**src/rtl/rsd_pkg.sv**
```systemverilog
`timescale 1ns / 1ps
package rsd_pkg;

   localparam logic [7:0] HDR_A       = 8'h53;
   localparam logic [7:0] HDR_B       = 8'h59;
   localparam logic [7:0] END_A       = 8'h54;
   localparam logic [7:0] END_B       = 8'h43;
   localparam logic [7:0] FALL_TYPE   = 8'h83;
   localparam logic [7:0] FALL_SUB    = 8'h01;
   localparam logic [7:0] FALL_FLAG   = 8'h01;
   localparam logic [7:0] MOVE_TYPE   = 8'h80;
   localparam logic [7:0] MOVE_SUB    = 8'h03;
   localparam logic [7:0] MOVE_LEN_HI = 8'h00;
   localparam logic [7:0] MOVE_LEN_LO = 8'h01;
   localparam logic [7:0] STILL_BELOW = 8'd5;
   localparam logic [7:0] CLASS_LEN   = 8'd10;

   // first and last kept body position of a frame
   localparam int BODY_FIRST = 2;
   localparam int BODY_LAST  = 7;

   localparam int QUEUE_DEPTH = 2;
   localparam int QPTR_W      = $clog2(QUEUE_DEPTH);
   localparam int QCNT_W      = $clog2(QUEUE_DEPTH + 1);

   localparam logic [1:0] EV_NONE = 2'd0;
   localparam logic [1:0] EV_FALL = 2'd1;
   localparam logic [1:0] EV_MOVE = 2'd2;

   typedef enum logic [1:0] {
      OP_NONE = 2'd0,
      OP_FALL = 2'd1,
      OP_MOVE = 2'd2,
      OP_OVF  = 2'd3
   } op_kind_type;

   typedef struct packed {
      op_kind_type kind;
      logic [7:0]  value;
   } op_type;

   typedef struct packed {
      logic   push;
      op_type op;
   } push_type;

   typedef struct packed {
      logic   valid;
      logic   full;
      op_type op;
   } queue_status_type;

endpackage

```
**src/rtl/rsd_if.sv**
```systemverilog
`timescale 1ns / 1ps
interface rsd_req_if;
   logic       valid;
   logic       ready;
   logic [7:0] rx_byte;
   modport source (output valid, output rx_byte, input ready);
   modport sink (input valid, input rx_byte, output ready);
endinterface

interface rsd_rsp_if;
   logic       valid;
   logic       ready;
   logic [1:0] frame_event;
   logic [7:0] movement_value;
   logic       stillness_alarm;
   logic       frame_overflow;
   modport source (output valid, output frame_event, output movement_value,
                   output stillness_alarm, output frame_overflow, input ready);
   modport sink (input valid, input frame_event, input movement_value,
                 input stillness_alarm, input frame_overflow, output ready);
endinterface

interface rsd_csr_if;
   logic       valid;
   logic       ready;
   logic [7:0] data;
   modport source (output valid, output data, input ready);
   modport sink (input valid, input data, output ready);
endinterface

```
**src/rtl/radar_frame_stillness_detector.sv**
```systemverilog
`timescale 1ns / 1ps
// channel    dir   payload                                        transaction
// req_chan   in    rx_byte[7:0]                                   one serial byte
// rsp_chan   out   frame_event[1:0] movement_value[7:0]           one result per byte
//                  stillness_alarm frame_overflow
// csr_chan   in    data[7:0] (stillness_target)                   one target write
//
// One byte is taken per cycle while the op queue is not full; its result passes through the
// front framer, the two-entry op queue and the back run counter with its output register.
// Reset is synchronous: hunting state, run counter and target go to zero.
// A stalled rsp_chan fills the output register and then the queue; req_chan.ready
// drops only when the queue is full. csr_chan is always ready.
module radar_frame_stillness_detector #(
   parameter int MAX_FRAME_BYTES = 128,
   parameter int HISTORY_LIMIT   = 200
) (
   input  logic      clock,
   input  logic      reset,
   rsd_req_if.sink   req_chan,
   rsd_rsp_if.source rsp_chan,
   rsd_csr_if.sink   csr_chan
);

   rsd_pkg::push_type         q_push;
   rsd_pkg::queue_status_type q_status;
   logic                      pop;

   rsd_front #(
      .MAX_FRAME_BYTES(MAX_FRAME_BYTES)
   ) u_front (
      .clock    (clock),
      .reset    (reset),
      .req      (req_chan),
      .q_status (q_status),
      .q_push   (q_push)
   );

   rsd_queue u_queue (
      .clock    (clock),
      .reset    (reset),
      .q_push   (q_push),
      .pop      (pop),
      .q_status (q_status)
   );

   rsd_back #(
      .HISTORY_LIMIT(HISTORY_LIMIT)
   ) u_back (
      .clock    (clock),
      .reset    (reset),
      .q_status (q_status),
      .pop      (pop),
      .csr      (csr_chan),
      .rsp      (rsp_chan)
   );

endmodule

```
**src/rtl/rsd_front.sv**
```systemverilog
`timescale 1ns / 1ps
module rsd_front #(
   parameter int MAX_FRAME_BYTES = 128
) (
   input  logic                      clock,
   input  logic                      reset,
   rsd_req_if.sink                   req,
   input  rsd_pkg::queue_status_type q_status,
   output rsd_pkg::push_type         q_push
);

   localparam logic [7:0] MAX_LEN = 8'(MAX_FRAME_BYTES);

   logic       in_frame_ff, in_frame_in;
   logic [7:0] prev_ff, prev_in;
   logic [7:0] len_ff, len_in;
   logic [7:0] body_ff [rsd_pkg::BODY_FIRST:rsd_pkg::BODY_LAST];
   logic       accept;
   logic [7:0] len_next;
   logic       tail_seen;
   logic       is_fall;
   logic       is_move;
   rsd_pkg::op_type op;

   assign req.ready = !q_status.full;
   assign accept    = req.valid && req.ready;
   assign len_next  = len_ff + 8'd1;
   assign tail_seen = (prev_ff == rsd_pkg::END_A) && (req.rx_byte == rsd_pkg::END_B);

   // a frame of ten or more bytes has written every kept body position
   assign is_fall = (len_next >= rsd_pkg::CLASS_LEN) &&
                    (body_ff[2] == rsd_pkg::FALL_TYPE) &&
                    (body_ff[3] == rsd_pkg::FALL_SUB) &&
                    (body_ff[6] == rsd_pkg::FALL_FLAG);
   assign is_move = (len_next == rsd_pkg::CLASS_LEN) &&
                    (body_ff[2] == rsd_pkg::MOVE_TYPE) &&
                    (body_ff[3] == rsd_pkg::MOVE_SUB) &&
                    (body_ff[4] == rsd_pkg::MOVE_LEN_HI) &&
                    (body_ff[5] == rsd_pkg::MOVE_LEN_LO);

   always_comb begin
      in_frame_in = in_frame_ff;
      len_in      = len_ff;
      prev_in     = req.rx_byte;
      op.kind     = rsd_pkg::OP_NONE;
      op.value    = 8'd0;
      if (!in_frame_ff) begin
         if (prev_ff == rsd_pkg::HDR_A && req.rx_byte == rsd_pkg::HDR_B) begin
            in_frame_in = 1'b1;
            len_in      = 8'd2;
         end
      end else if (len_ff >= MAX_LEN) begin
         in_frame_in = 1'b0;
         len_in      = 8'd0;
         op.kind     = rsd_pkg::OP_OVF;
      end else begin
         len_in = len_next;
         if (tail_seen) begin
            in_frame_in = 1'b0;
            len_in      = 8'd0;
            if (is_fall) begin
               op.kind = rsd_pkg::OP_FALL;
            end else if (is_move) begin
               op.kind  = rsd_pkg::OP_MOVE;
               op.value = body_ff[6];
            end
         end
      end
   end

   assign q_push.push = accept;
   assign q_push.op   = op;

   always_ff @(posedge clock) begin
      if (reset) begin
         in_frame_ff <= 1'b0;
         prev_ff     <= 8'd0;
         len_ff      <= 8'd0;
      end else if (accept) begin
         in_frame_ff <= in_frame_in;
         prev_ff     <= prev_in;
         len_ff      <= len_in;
      end
   end

   // keep body bytes at their frame positions
   always_ff @(posedge clock) begin
      if (accept && in_frame_ff && len_ff < MAX_LEN) begin
         for (int i = rsd_pkg::BODY_FIRST; i <= rsd_pkg::BODY_LAST; i++) begin
            if (len_ff == 8'(i)) begin
               body_ff[i] <= req.rx_byte;
            end
         end
      end
   end

endmodule

```
**src/rtl/rsd_queue.sv**
```systemverilog
`timescale 1ns / 1ps
module rsd_queue (
   input  logic                      clock,
   input  logic                      reset,
   input  rsd_pkg::push_type         q_push,
   input  logic                      pop,
   output rsd_pkg::queue_status_type q_status
);

   rsd_pkg::op_type                 mem [rsd_pkg::QUEUE_DEPTH];
   logic [rsd_pkg::QPTR_W-1:0]      wr_ptr_ff, wr_ptr_in;
   logic [rsd_pkg::QPTR_W-1:0]      rd_ptr_ff, rd_ptr_in;
   logic [rsd_pkg::QCNT_W-1:0]      count_ff, count_in;
   logic                            do_push;
   logic                            do_pop;

   localparam logic [rsd_pkg::QPTR_W-1:0] LAST_PTR = rsd_pkg::QPTR_W'(rsd_pkg::QUEUE_DEPTH - 1);
   localparam logic [rsd_pkg::QCNT_W-1:0] FULL_CNT = rsd_pkg::QCNT_W'(rsd_pkg::QUEUE_DEPTH);

   assign q_status.valid = (count_ff != '0);
   assign q_status.full  = (count_ff == FULL_CNT);
   assign q_status.op    = mem[rd_ptr_ff];

   assign do_push = q_push.push && !q_status.full;
   assign do_pop  = pop && q_status.valid;

   always_comb begin
      wr_ptr_in = wr_ptr_ff;
      rd_ptr_in = rd_ptr_ff;
      count_in  = count_ff;
      if (do_push) begin
         wr_ptr_in = (wr_ptr_ff == LAST_PTR) ? '0 : wr_ptr_ff + 1'b1;
      end
      if (do_pop) begin
         rd_ptr_in = (rd_ptr_ff == LAST_PTR) ? '0 : rd_ptr_ff + 1'b1;
      end
      if (do_push && !do_pop) begin
         count_in = count_ff + 1'b1;
      end else if (do_pop && !do_push) begin
         count_in = count_ff - 1'b1;
      end
   end

   always_ff @(posedge clock) begin
      if (reset) begin
         wr_ptr_ff <= '0;
         rd_ptr_ff <= '0;
         count_ff  <= '0;
      end else begin
         wr_ptr_ff <= wr_ptr_in;
         rd_ptr_ff <= rd_ptr_in;
         count_ff  <= count_in;
      end
   end

   always_ff @(posedge clock) begin
      if (do_push) begin
         mem[wr_ptr_ff] <= q_push.op;
      end
   end

endmodule

```
**src/rtl/rsd_back.sv**
```systemverilog
`timescale 1ns / 1ps
module rsd_back #(
   parameter int HISTORY_LIMIT = 200
) (
   input  logic                      clock,
   input  logic                      reset,
   input  rsd_pkg::queue_status_type q_status,
   output logic                      pop,
   rsd_csr_if.sink                   csr,
   rsd_rsp_if.source                 rsp
);

   localparam logic [7:0] HIST_LIM = 8'(HISTORY_LIMIT);

   logic       rsp_valid_ff;
   logic [1:0] event_ff, event_in;
   logic [7:0] value_ff, value_in;
   logic       alarm_ff, alarm_in;
   logic       ovf_ff, ovf_in;
   logic [7:0] target_ff;
   logic [7:0] run_ff, run_in;
   logic [7:0] run_step;
   logic       hit;
   logic       csr_write;

   assign csr.ready = 1'b1;
   assign csr_write = csr.valid && csr.ready;

   assign pop = q_status.valid && (!rsp_valid_ff || rsp.ready);

   always_comb begin
      run_step = 8'd0;
      if (q_status.op.value < rsd_pkg::STILL_BELOW) begin
         run_step = (run_ff < HIST_LIM) ? run_ff + 8'd1 : run_ff;
      end
   end

   assign hit = (target_ff != 8'd0) && (target_ff <= HIST_LIM) && (run_step >= target_ff);

   always_comb begin
      event_in = rsd_pkg::EV_NONE;
      value_in = 8'd0;
      alarm_in = 1'b0;
      ovf_in   = 1'b0;
      run_in   = run_ff;
      case (q_status.op.kind)
         rsd_pkg::OP_FALL: begin
            event_in = rsd_pkg::EV_FALL;
         end
         rsd_pkg::OP_MOVE: begin
            event_in = rsd_pkg::EV_MOVE;
            value_in = q_status.op.value;
            alarm_in = hit;
            run_in   = hit ? 8'd0 : run_step;
         end
         rsd_pkg::OP_OVF: begin
            ovf_in = 1'b1;
         end
         default: begin
            event_in = rsd_pkg::EV_NONE;
         end
      endcase
   end

   always_ff @(posedge clock) begin
      if (reset) begin
         rsp_valid_ff <= 1'b0;
         target_ff    <= 8'd0;
         run_ff       <= 8'd0;
      end else begin
         if (pop) begin
            rsp_valid_ff <= 1'b1;
         end else if (rsp.ready) begin
            rsp_valid_ff <= 1'b0;
         end
         // a target write clears the run
         if (csr_write) begin
            target_ff <= csr.data;
            run_ff    <= 8'd0;
         end else if (pop) begin
            run_ff <= run_in;
         end
      end
   end

   always_ff @(posedge clock) begin
      if (pop) begin
         event_ff <= event_in;
         value_ff <= value_in;
         alarm_ff <= alarm_in;
         ovf_ff   <= ovf_in;
      end
   end

   assign rsp.valid           = rsp_valid_ff;
   assign rsp.frame_event     = event_ff;
   assign rsp.movement_value  = value_ff;
   assign rsp.stillness_alarm = alarm_ff;
   assign rsp.frame_overflow  = ovf_ff;

endmodule

```
**src/flat_wrapper.sv**
```systemverilog
// flat-port wrapper written by rule: the top's interface ports become plain ports
module radar_frame_stillness_detector_flat 
#(
   parameter int MAX_FRAME_BYTES = 128,
   parameter int HISTORY_LIMIT   = 200
)
  (clock, reset, req_chan_valid, req_chan_rx_byte, req_chan_ready, rsp_chan_valid, rsp_chan_frame_event, rsp_chan_movement_value, rsp_chan_stillness_alarm, rsp_chan_frame_overflow, rsp_chan_ready, csr_chan_valid, csr_chan_data, csr_chan_ready);
  rsd_req_if req_chan_i ();
  rsd_rsp_if rsp_chan_i ();
  rsd_csr_if csr_chan_i ();
  input  logic clock;
  input  logic reset;
  input wire logic [$bits(req_chan_i.valid)-1:0] req_chan_valid;
  input wire logic [$bits(req_chan_i.rx_byte)-1:0] req_chan_rx_byte;
  output wire logic [$bits(req_chan_i.ready)-1:0] req_chan_ready;
  output wire logic [$bits(rsp_chan_i.valid)-1:0] rsp_chan_valid;
  output wire logic [$bits(rsp_chan_i.frame_event)-1:0] rsp_chan_frame_event;
  output wire logic [$bits(rsp_chan_i.movement_value)-1:0] rsp_chan_movement_value;
  output wire logic [$bits(rsp_chan_i.stillness_alarm)-1:0] rsp_chan_stillness_alarm;
  output wire logic [$bits(rsp_chan_i.frame_overflow)-1:0] rsp_chan_frame_overflow;
  input wire logic [$bits(rsp_chan_i.ready)-1:0] rsp_chan_ready;
  input wire logic [$bits(csr_chan_i.valid)-1:0] csr_chan_valid;
  input wire logic [$bits(csr_chan_i.data)-1:0] csr_chan_data;
  output wire logic [$bits(csr_chan_i.ready)-1:0] csr_chan_ready;
  assign req_chan_i.valid = req_chan_valid;
  assign req_chan_i.rx_byte = req_chan_rx_byte;
  assign req_chan_ready = req_chan_i.ready;
  assign rsp_chan_valid = rsp_chan_i.valid;
  assign rsp_chan_frame_event = rsp_chan_i.frame_event;
  assign rsp_chan_movement_value = rsp_chan_i.movement_value;
  assign rsp_chan_stillness_alarm = rsp_chan_i.stillness_alarm;
  assign rsp_chan_frame_overflow = rsp_chan_i.frame_overflow;
  assign rsp_chan_i.ready = rsp_chan_ready;
  assign csr_chan_i.valid = csr_chan_valid;
  assign csr_chan_i.data = csr_chan_data;
  assign csr_chan_ready = csr_chan_i.ready;
  radar_frame_stillness_detector #(.MAX_FRAME_BYTES(MAX_FRAME_BYTES), .HISTORY_LIMIT(HISTORY_LIMIT)) u_core (.clock(clock), .reset(reset), .req_chan(req_chan_i), .rsp_chan(rsp_chan_i), .csr_chan(csr_chan_i));
endmodule
```
**config.mk**
```make
export PLATFORM = sky130hd
export DESIGN_NAME = radar_frame_stillness_detector_flat
export DESIGN_NICKNAME = d
export VERILOG_FILES = /design/src/rtl/rsd_pkg.sv /design/src/rtl/rsd_if.sv /design/src/rtl/radar_frame_stillness_detector.sv /design/src/rtl/rsd_front.sv /design/src/rtl/rsd_queue.sv /design/src/rtl/rsd_back.sv /design/src/flat_wrapper.sv
export SDC_FILE = /design/constraint.sdc
export NUM_CORES = 1
export LEC_CHECK = 0
export ABC_AREA = 1
export BUFFER_PORTS_ARGS = -buffer_cell sky130_fd_sc_hd__buf_2
export CAP_MARGIN = 0
export CORE_AREA = 2 2 100 102
export CTS_BUF_LIST = sky130_fd_sc_hd__clkbuf_4 sky130_fd_sc_hd__clkbuf_8
export CTS_CLUSTER_SIZE = 25
export DETAILED_ROUTE_END_ITERATION = 7
export DIE_AREA = 0 0 102 104
export PLACE_DENSITY = 0.72
export SLEW_MARGIN = 20
export SYNTH_ARGS = -nofsm -noshare
export SYNTH_HDL_FRONTEND = slang
export SYNTH_SLANG_ARGS = --single-unit
```
**constraint.sdc**
```tcl
create_clock -name clock -period 4 [get_ports clock]
set_clock_uncertainty 0.2 [all_clocks]
set_input_delay 0.2 -clock clock [delete_from_list [all_inputs] [get_ports clock]]
set_output_delay 0.2 -clock clock [all_outputs]
set_load 0.02 [all_outputs]
```
Word level (Yosys, flattened, before mapping)
Memories as Yosys holds them, arrays and structs flattened. A register that Yosys moved wholly into a read port is not among the register bits.
Index checks and enable logic that the tools add are counted.
{"block": "totals", "reg_bits": 50, "latch_bits": 0, "ram_bits": 68, "rom_bits": 0, "inputBits": 21, "output_inout_bits": 15, "word_cells": 150, "mem_count": 2}
{"name": "u_core.u_front.body_ff", "words": 6, "word_bits": 8, "read_ports": 5, "rd_ports_with_merged_regs": 0, "wr": 1, "line": "rsd_front.sv:17", "source": "logic [7:0] body_ff [rsd_pkg::BODY_FIRST:rsd_pkg::BODY_LAST];"}
{"name": "u_core.u_queue.mem", "words": 2, "word_bits": 10, "read_ports": 1, "rd_ports_with_merged_regs": 1, "wr": 1, "line": "rsd_queue.sv:10", "source": "rsd_pkg::op_type mem [rsd_pkg::QUEUE_DEPTH];"}
{"block": "classes", "addsub": 6, "multipliers": 0, "div": 0, "magnitude_cmp": 7, "eq_ne": 21, "shift": 0, "mux": 63, "bitwise": 0, "reduce_logical": 38}
{"cell": "$mux W8", "n": 14}
{"cell": "$reduce_or A8 Y1", "n": 5}
{"cell": "$mux W1", "n": 36}
{"cell": "$eq A8 B3 Y1 const B", "n": 4}
{"cell": "$eq A8 B7 Y1 const B", "n": 4}
{"cell": "$mux W10", "n": 3}
{"cell": "$eq A8 B1 Y1 const B", "n": 3}
{"cell": "$eq A8 B2 Y1 const B", "n": 3}
{"cell": "$logic_and A1 B1 Y1", "n": 19}
{"cell": "$add A8 B1 Y8 const B", "n": 2}
{"cell": "$eq A8 B8 Y1 const B", "n": 2}
{"cell": "$lt A8 B8 Y1 const B", "n": 2}
{"cell": "$mux W3", "n": 5}
{"cell": "$eq A8 B4 Y1 const B", "n": 1}
{"cell": "$ge A8 B4 Y1 const B", "n": 1}
{"cell": "$ge A8 B8 Y1", "n": 1}
{"cell": "$ge A8 B8 Y1 const B", "n": 1}
{"cell": "$le A8 B8 Y1 const B", "n": 1}
{"cell": "$logic_not A8 Y1", "n": 1}
{"cell": "$lt A8 B3 Y1 const B", "n": 1}
{"cell": "$mux W2", "n": 4}
{"cell": "$reduce_bool A2 Y1", "n": 4}
{"cell": "$reduce_bool A8 Y1", "n": 1}
{"cell": "$eq A2 B2 Y1 const B", "n": 3}
{"cell": "other kinds (9)", "n": 14}

Depth between registers and ports, before layout
{"block": "logic_depth", "word_depth": 13, "depth_mapped": 19, "ltp_nobuf": 19}

Hierarchy
Synthesis repeated with hierarchy kept, for this count alone.
{"block": "unflattened", "hier_cells": 559, "area_unflattened_um2": 5252.5}
{"mod": "rsd_front", "instances": 1, "cells_each": 280, "area_per_inst_um2": 2617.5, "seq_area_each_um2": 1541.5}
{"mod": "rsd_back", "instances": 1, "cells_each": 211, "area_per_inst_um2": 1665.3, "seq_area_each_um2": 700.7}
{"mod": "rsd_queue", "instances": 1, "cells_each": 68, "area_per_inst_um2": 969.7, "seq_area_each_um2": 700.7}

Worst setup path after synthesis
Ideal clock, no wire load.
{"block": "synth_timing", "path_type": "reg-to-reg", "from": "register u_core.u_queue.count_ff[0] (netlist name)", "to": "register u_core.u_front.body_ff[0][32] (netlist name)", "setup_time_ns": 0.385, "arrival_time_ns": 1.765, "setup_slack_ns": 1.649, "path_stages_with_launch": 8, "n_path_buf": 1, "period_less_slack_ns": 2.351, "cell_sequence": "dfxtp_1 -> inv_2 -> nand2_1 -> nand2_1 -> inv_1 -> buf_2 -> nand2_1 -> nor3b_1"}
{"element": "start: declaration", "line": "rsd_queue.sv:13", "source": "logic [rsd_pkg::QCNT_W-1:0] count_ff, count_in;"}
{"element": "start signal: assignment", "line": "rsd_queue.sv:52", "source": "count_ff <= count_in;"}

==> flow_metrics.env <==
export IMPL_status="finished clean"
export IMPL_drt_iter0_drc=200
export IMPL_htreeDepth=3
export IMPL_power_leakage_nw=2.219
export IMPL_synth_top_area_share_pct=42.35
export IMPL_setup_tns_ps=0
export IMPL_critPathMaxStageDelay_ps=590
export IMPL_multi_input_area_um2=1833
export IMPL_max_slew_margin_pct=31.03
export IMPL_grt_overflow_total=0
export IMPL_synth_avg_cell_area_um2=8.863
export IMPL_cts_buffer_depth=2
export IMPL_synthTopCellsByArea="edfxtp_1, dfxtp_1, nand2_1, nor2_1, inv_1"
export IMPL_cts_setup_buffers=0
export IMPL_swShare_pct=32.72
export IMPL_dieWidth_um=102
export IMPL_drt_first_pass_iters=5
export IMPL_fillers=841
export IMPL_rsz0062_at_grt="false"
export IMPL_synth_seq_cells=111
export IMPL_worstPathArrival_ps=2860
export IMPL_synth_ff_type="edfxtp_1"
export IMPL_die_y_um=104
export IMPL_synth_net_count=611
export IMPL_drive_gt1_share_pct=12.15
export IMPL_worstMarginPinSlew_ps=1027
export IMPL_p_clk_share_pct=24.3
export IMPL_yosysMostFrequentCell="nand2_1"
export IMPL_ant_nets=0
export IMPL_r2r_setup_slack_ps=1250
export IMPL_portBuffers=34
export IMPL_fin_area_um2=5773
export IMPL_hold_viol=0
export IMPL_cp_data_required_time_ps=4100
export IMPL_dp_slack_ps=1276
export IMPL_powerDensity_nw_per_um2=465.6
export IMPL_synthTopCellsByCount="nand2_1, nor2_1, edfxtp_1"
export IMPL_worst_path_buf_inv=1
export IMPL_start_util_pct=53.46
export IMPL_fin_nets=664
export IMPL_routed_wl_um=10060
export IMPL_gp_congestion=0.8854
export IMPL_regArea_um2=2943
export IMPL_finalSetupViolations=0
export IMPL_cpMaxStageDelayCell="dfxtp_1"
export IMPL_dp_hpwl_um=6961
export IMPL_peakVddDrop_mv=0.2596
export IMPL_rows=36
export IMPL_vias=3850
export IMPL_cp_end_kind="register"
export IMPL_hp_class="input port to register"
export IMPL_ys_warn_count=0
export IMPL_pwr_share_seq_pct=53.9
export IMPL_grt_pass1_wl_um=16690
export IMPL_setup_slack_ps=1246
export IMPL_viasPerCell=5.020
export IMPL_dpl_cell_area_um2=5385
export IMPL_tritoncts="yes"
export IMPL_antenna_cells=0
export IMPL_async_reset_ff_share_pct=0
export IMPL_fin_crit_ps=2754
export IMPL_grt_usage_pct=19.87
export IMPL_placed_cells_incl_taps=732
export IMPL_p_int_mw=1.809
export IMPL_path_delay_family="simple AND/OR/NAND/NOR gates"
export IMPL_start_kind="register"
export IMPL_die_area_um2=10610
export IMPL_drc=0
export IMPL_clock_fmax_mhz=363.1
export IMPL_power_frac_comb_pct=21.8
export IMPL_core_area_um2=9549
export IMPL_synth_top_area_cell="edfxtp_1"
export IMPL_first_global_vias=3704
export IMPL_syn_to_final_growth_pct=13.09
export IMPL_ctsHoldBuffers=19
export IMPL_ys_seq_area_share_pct=57.65
export IMPL_io_pin_count=36
export IMPL_clockRootBuffer="clkbuf_8"
export IMPL_maxSlewViolCount=0
export IMPL_power_total_mw=2.688
export IMPL_synth_cell_types=30
export IMPL_power_switching_uw=879.5
export IMPL_grt_max_degree=24
export IMPL_cts_sinks=111
export IMPL_cp_max_fo=13
export IMPL_synth_edf_count=72
export IMPL_post_drt_wl_per_cell_um=13.12
export IMPL_synth_cells=576
export IMPL_post_route_period_util_pct=68.85
export IMPL_clk_latency_ps=370
export IMPL_stdcell_count=767
export IMPL_synth_area_um2=5105
export IMPL_maxCapViolations=0
export IMPL_cpMostUsedCell="nand2_1"
export IMPL_path_cells="inv_2 > nand2_1 > nand2_1 > nor2_1 > nand3_4 > nor2_2 > ha_1 > a21oi_1 > nand2_1 > nand2_1 > nand3_1 > nand2_1 > nand3_1 > a21oi_1"
export IMPL_antenna_found_initial=0
export IMPL_path_class="register to register"
export IMPL_clk_pin_slew_ps=110
export IMPL_cts_buffers=9
export IMPL_cts_resized=0
[kinds of logic (layout without fill, tap and decap cells)]
kind of cell	count (synthesis)	count (layout)	synth area share (%)
xor+xnor	3	3	0.5148
simple gates	288	288	24.31
buf+inv	85	143	6.544
fa+ha+maj	14	14	3.431
other cells	1	1	0.07346
mux	1	1	0.1961
compound gates	73	73	7.279
flops	111	111	57.65
[flip-flops by register name, summed over array words and instances, names as in the netlist, named ones only]
register	flops
u_core.u_back.rsp.frame_overflow	1
u_core.u_front.body_ff	40
u_core.u_back.rsp.stillness_alarm	1
u_core.u_queue.mem	20
u_core.u_back.rsp.frame_event	2
u_core.u_queue.wr_ptr_ff	1
u_core.u_back.run_ff	8
u_core.u_front.len_ff	8
u_core.u_front.prev_ff	8
u_core.u_queue.rd_ptr_ff	1
u_core.u_back.rsp.valid	1
u_core.u_front.in_frame_ff	1
u_core.u_back.rsp.movement_value	8
u_core.u_queue.count_ff	2
u_core.u_back.target_ff	8
[worst min-delay path: stages]
cell and delay, ps:
buf_2 90, inv_1 180, a21oi_1 170
[final cells by class]
| cell class | instances | share of cell area [%] |
|---|---|---|
| flip-flops and latches | 111 | 50.98 |
| multi-input cells | 380 | 31.75 |
| repair buffers | 53 | 6.242 |
| inverters | 74 | 4.811 |
| well taps | 133 | 2.883 |
| clock buffers | 9 | 2.146 |
| clock inverters | 7 | 1.192 |
[per-stage QoR]
step | hold slack (ps) | utilization (%)
after floorplan | 98.87 | -
after global placement | 224.7 | 56.39
after detailed placement | 229.3 | 56.39
after CTS | 72.64 | 60.40
after global routing | 153.1 | 60.46
final | 105.3 | 60.46
[per-layer routing]
metal,vias to the layer above,wire (um),GRT usage [%]
li1,1995,-,-
met1,1753,4538,25.80
met2,85,4965,33.22
met3,17,344,3.024
met4,0,215,7.714
met5,-,0,0
[cell usage in the layout, fill, tap and decap left out, drive strengths merged]
cell type / count
o21ai: 29
nand3b: 3
nor3: 12
clkinv: 3
or2: 1
conb: 1
xor2: 3
a21oi: 43
nand4: 7
inv: 78
clkbuf: 9
nor4: 1
buf: 34
nor3b: 1
dlygate4sd3: 19
nand2: 122
edfxtp: 72
ha: 14
mux2i: 1
dfxtp: 39
nand3: 40
a21o: 1
nor2: 101
[power by group through the flow]
stage	sequential (mW)	combinational [mW]	clock, mW
after global placement	1.47	0.560	0
after CTS	1.45	0.586	0.664
final	1.45	0.585	0.653
after global routing	1.47	0.658	0.705
after detailed placement	1.48	0.570	0
after floorplan	1.55	0.349	0
[worst paths after layout]
| check | cells after the start | to | from |
|---|---|---|---|
| min reg2reg | 1 | u_core.u_queue.rd_ptr_ff | u_core.u_queue.rd_ptr_ff |
| max | 14 | u_core.u_back.run_ff[7] | register |
| max reg2reg | 14 | u_core.u_back.run_ff[7] | register |
| min | 3 | u_core.u_back.target_ff[1] | csr_chan_valid |
Note: power is estimated with default switching activity, not from simulation.
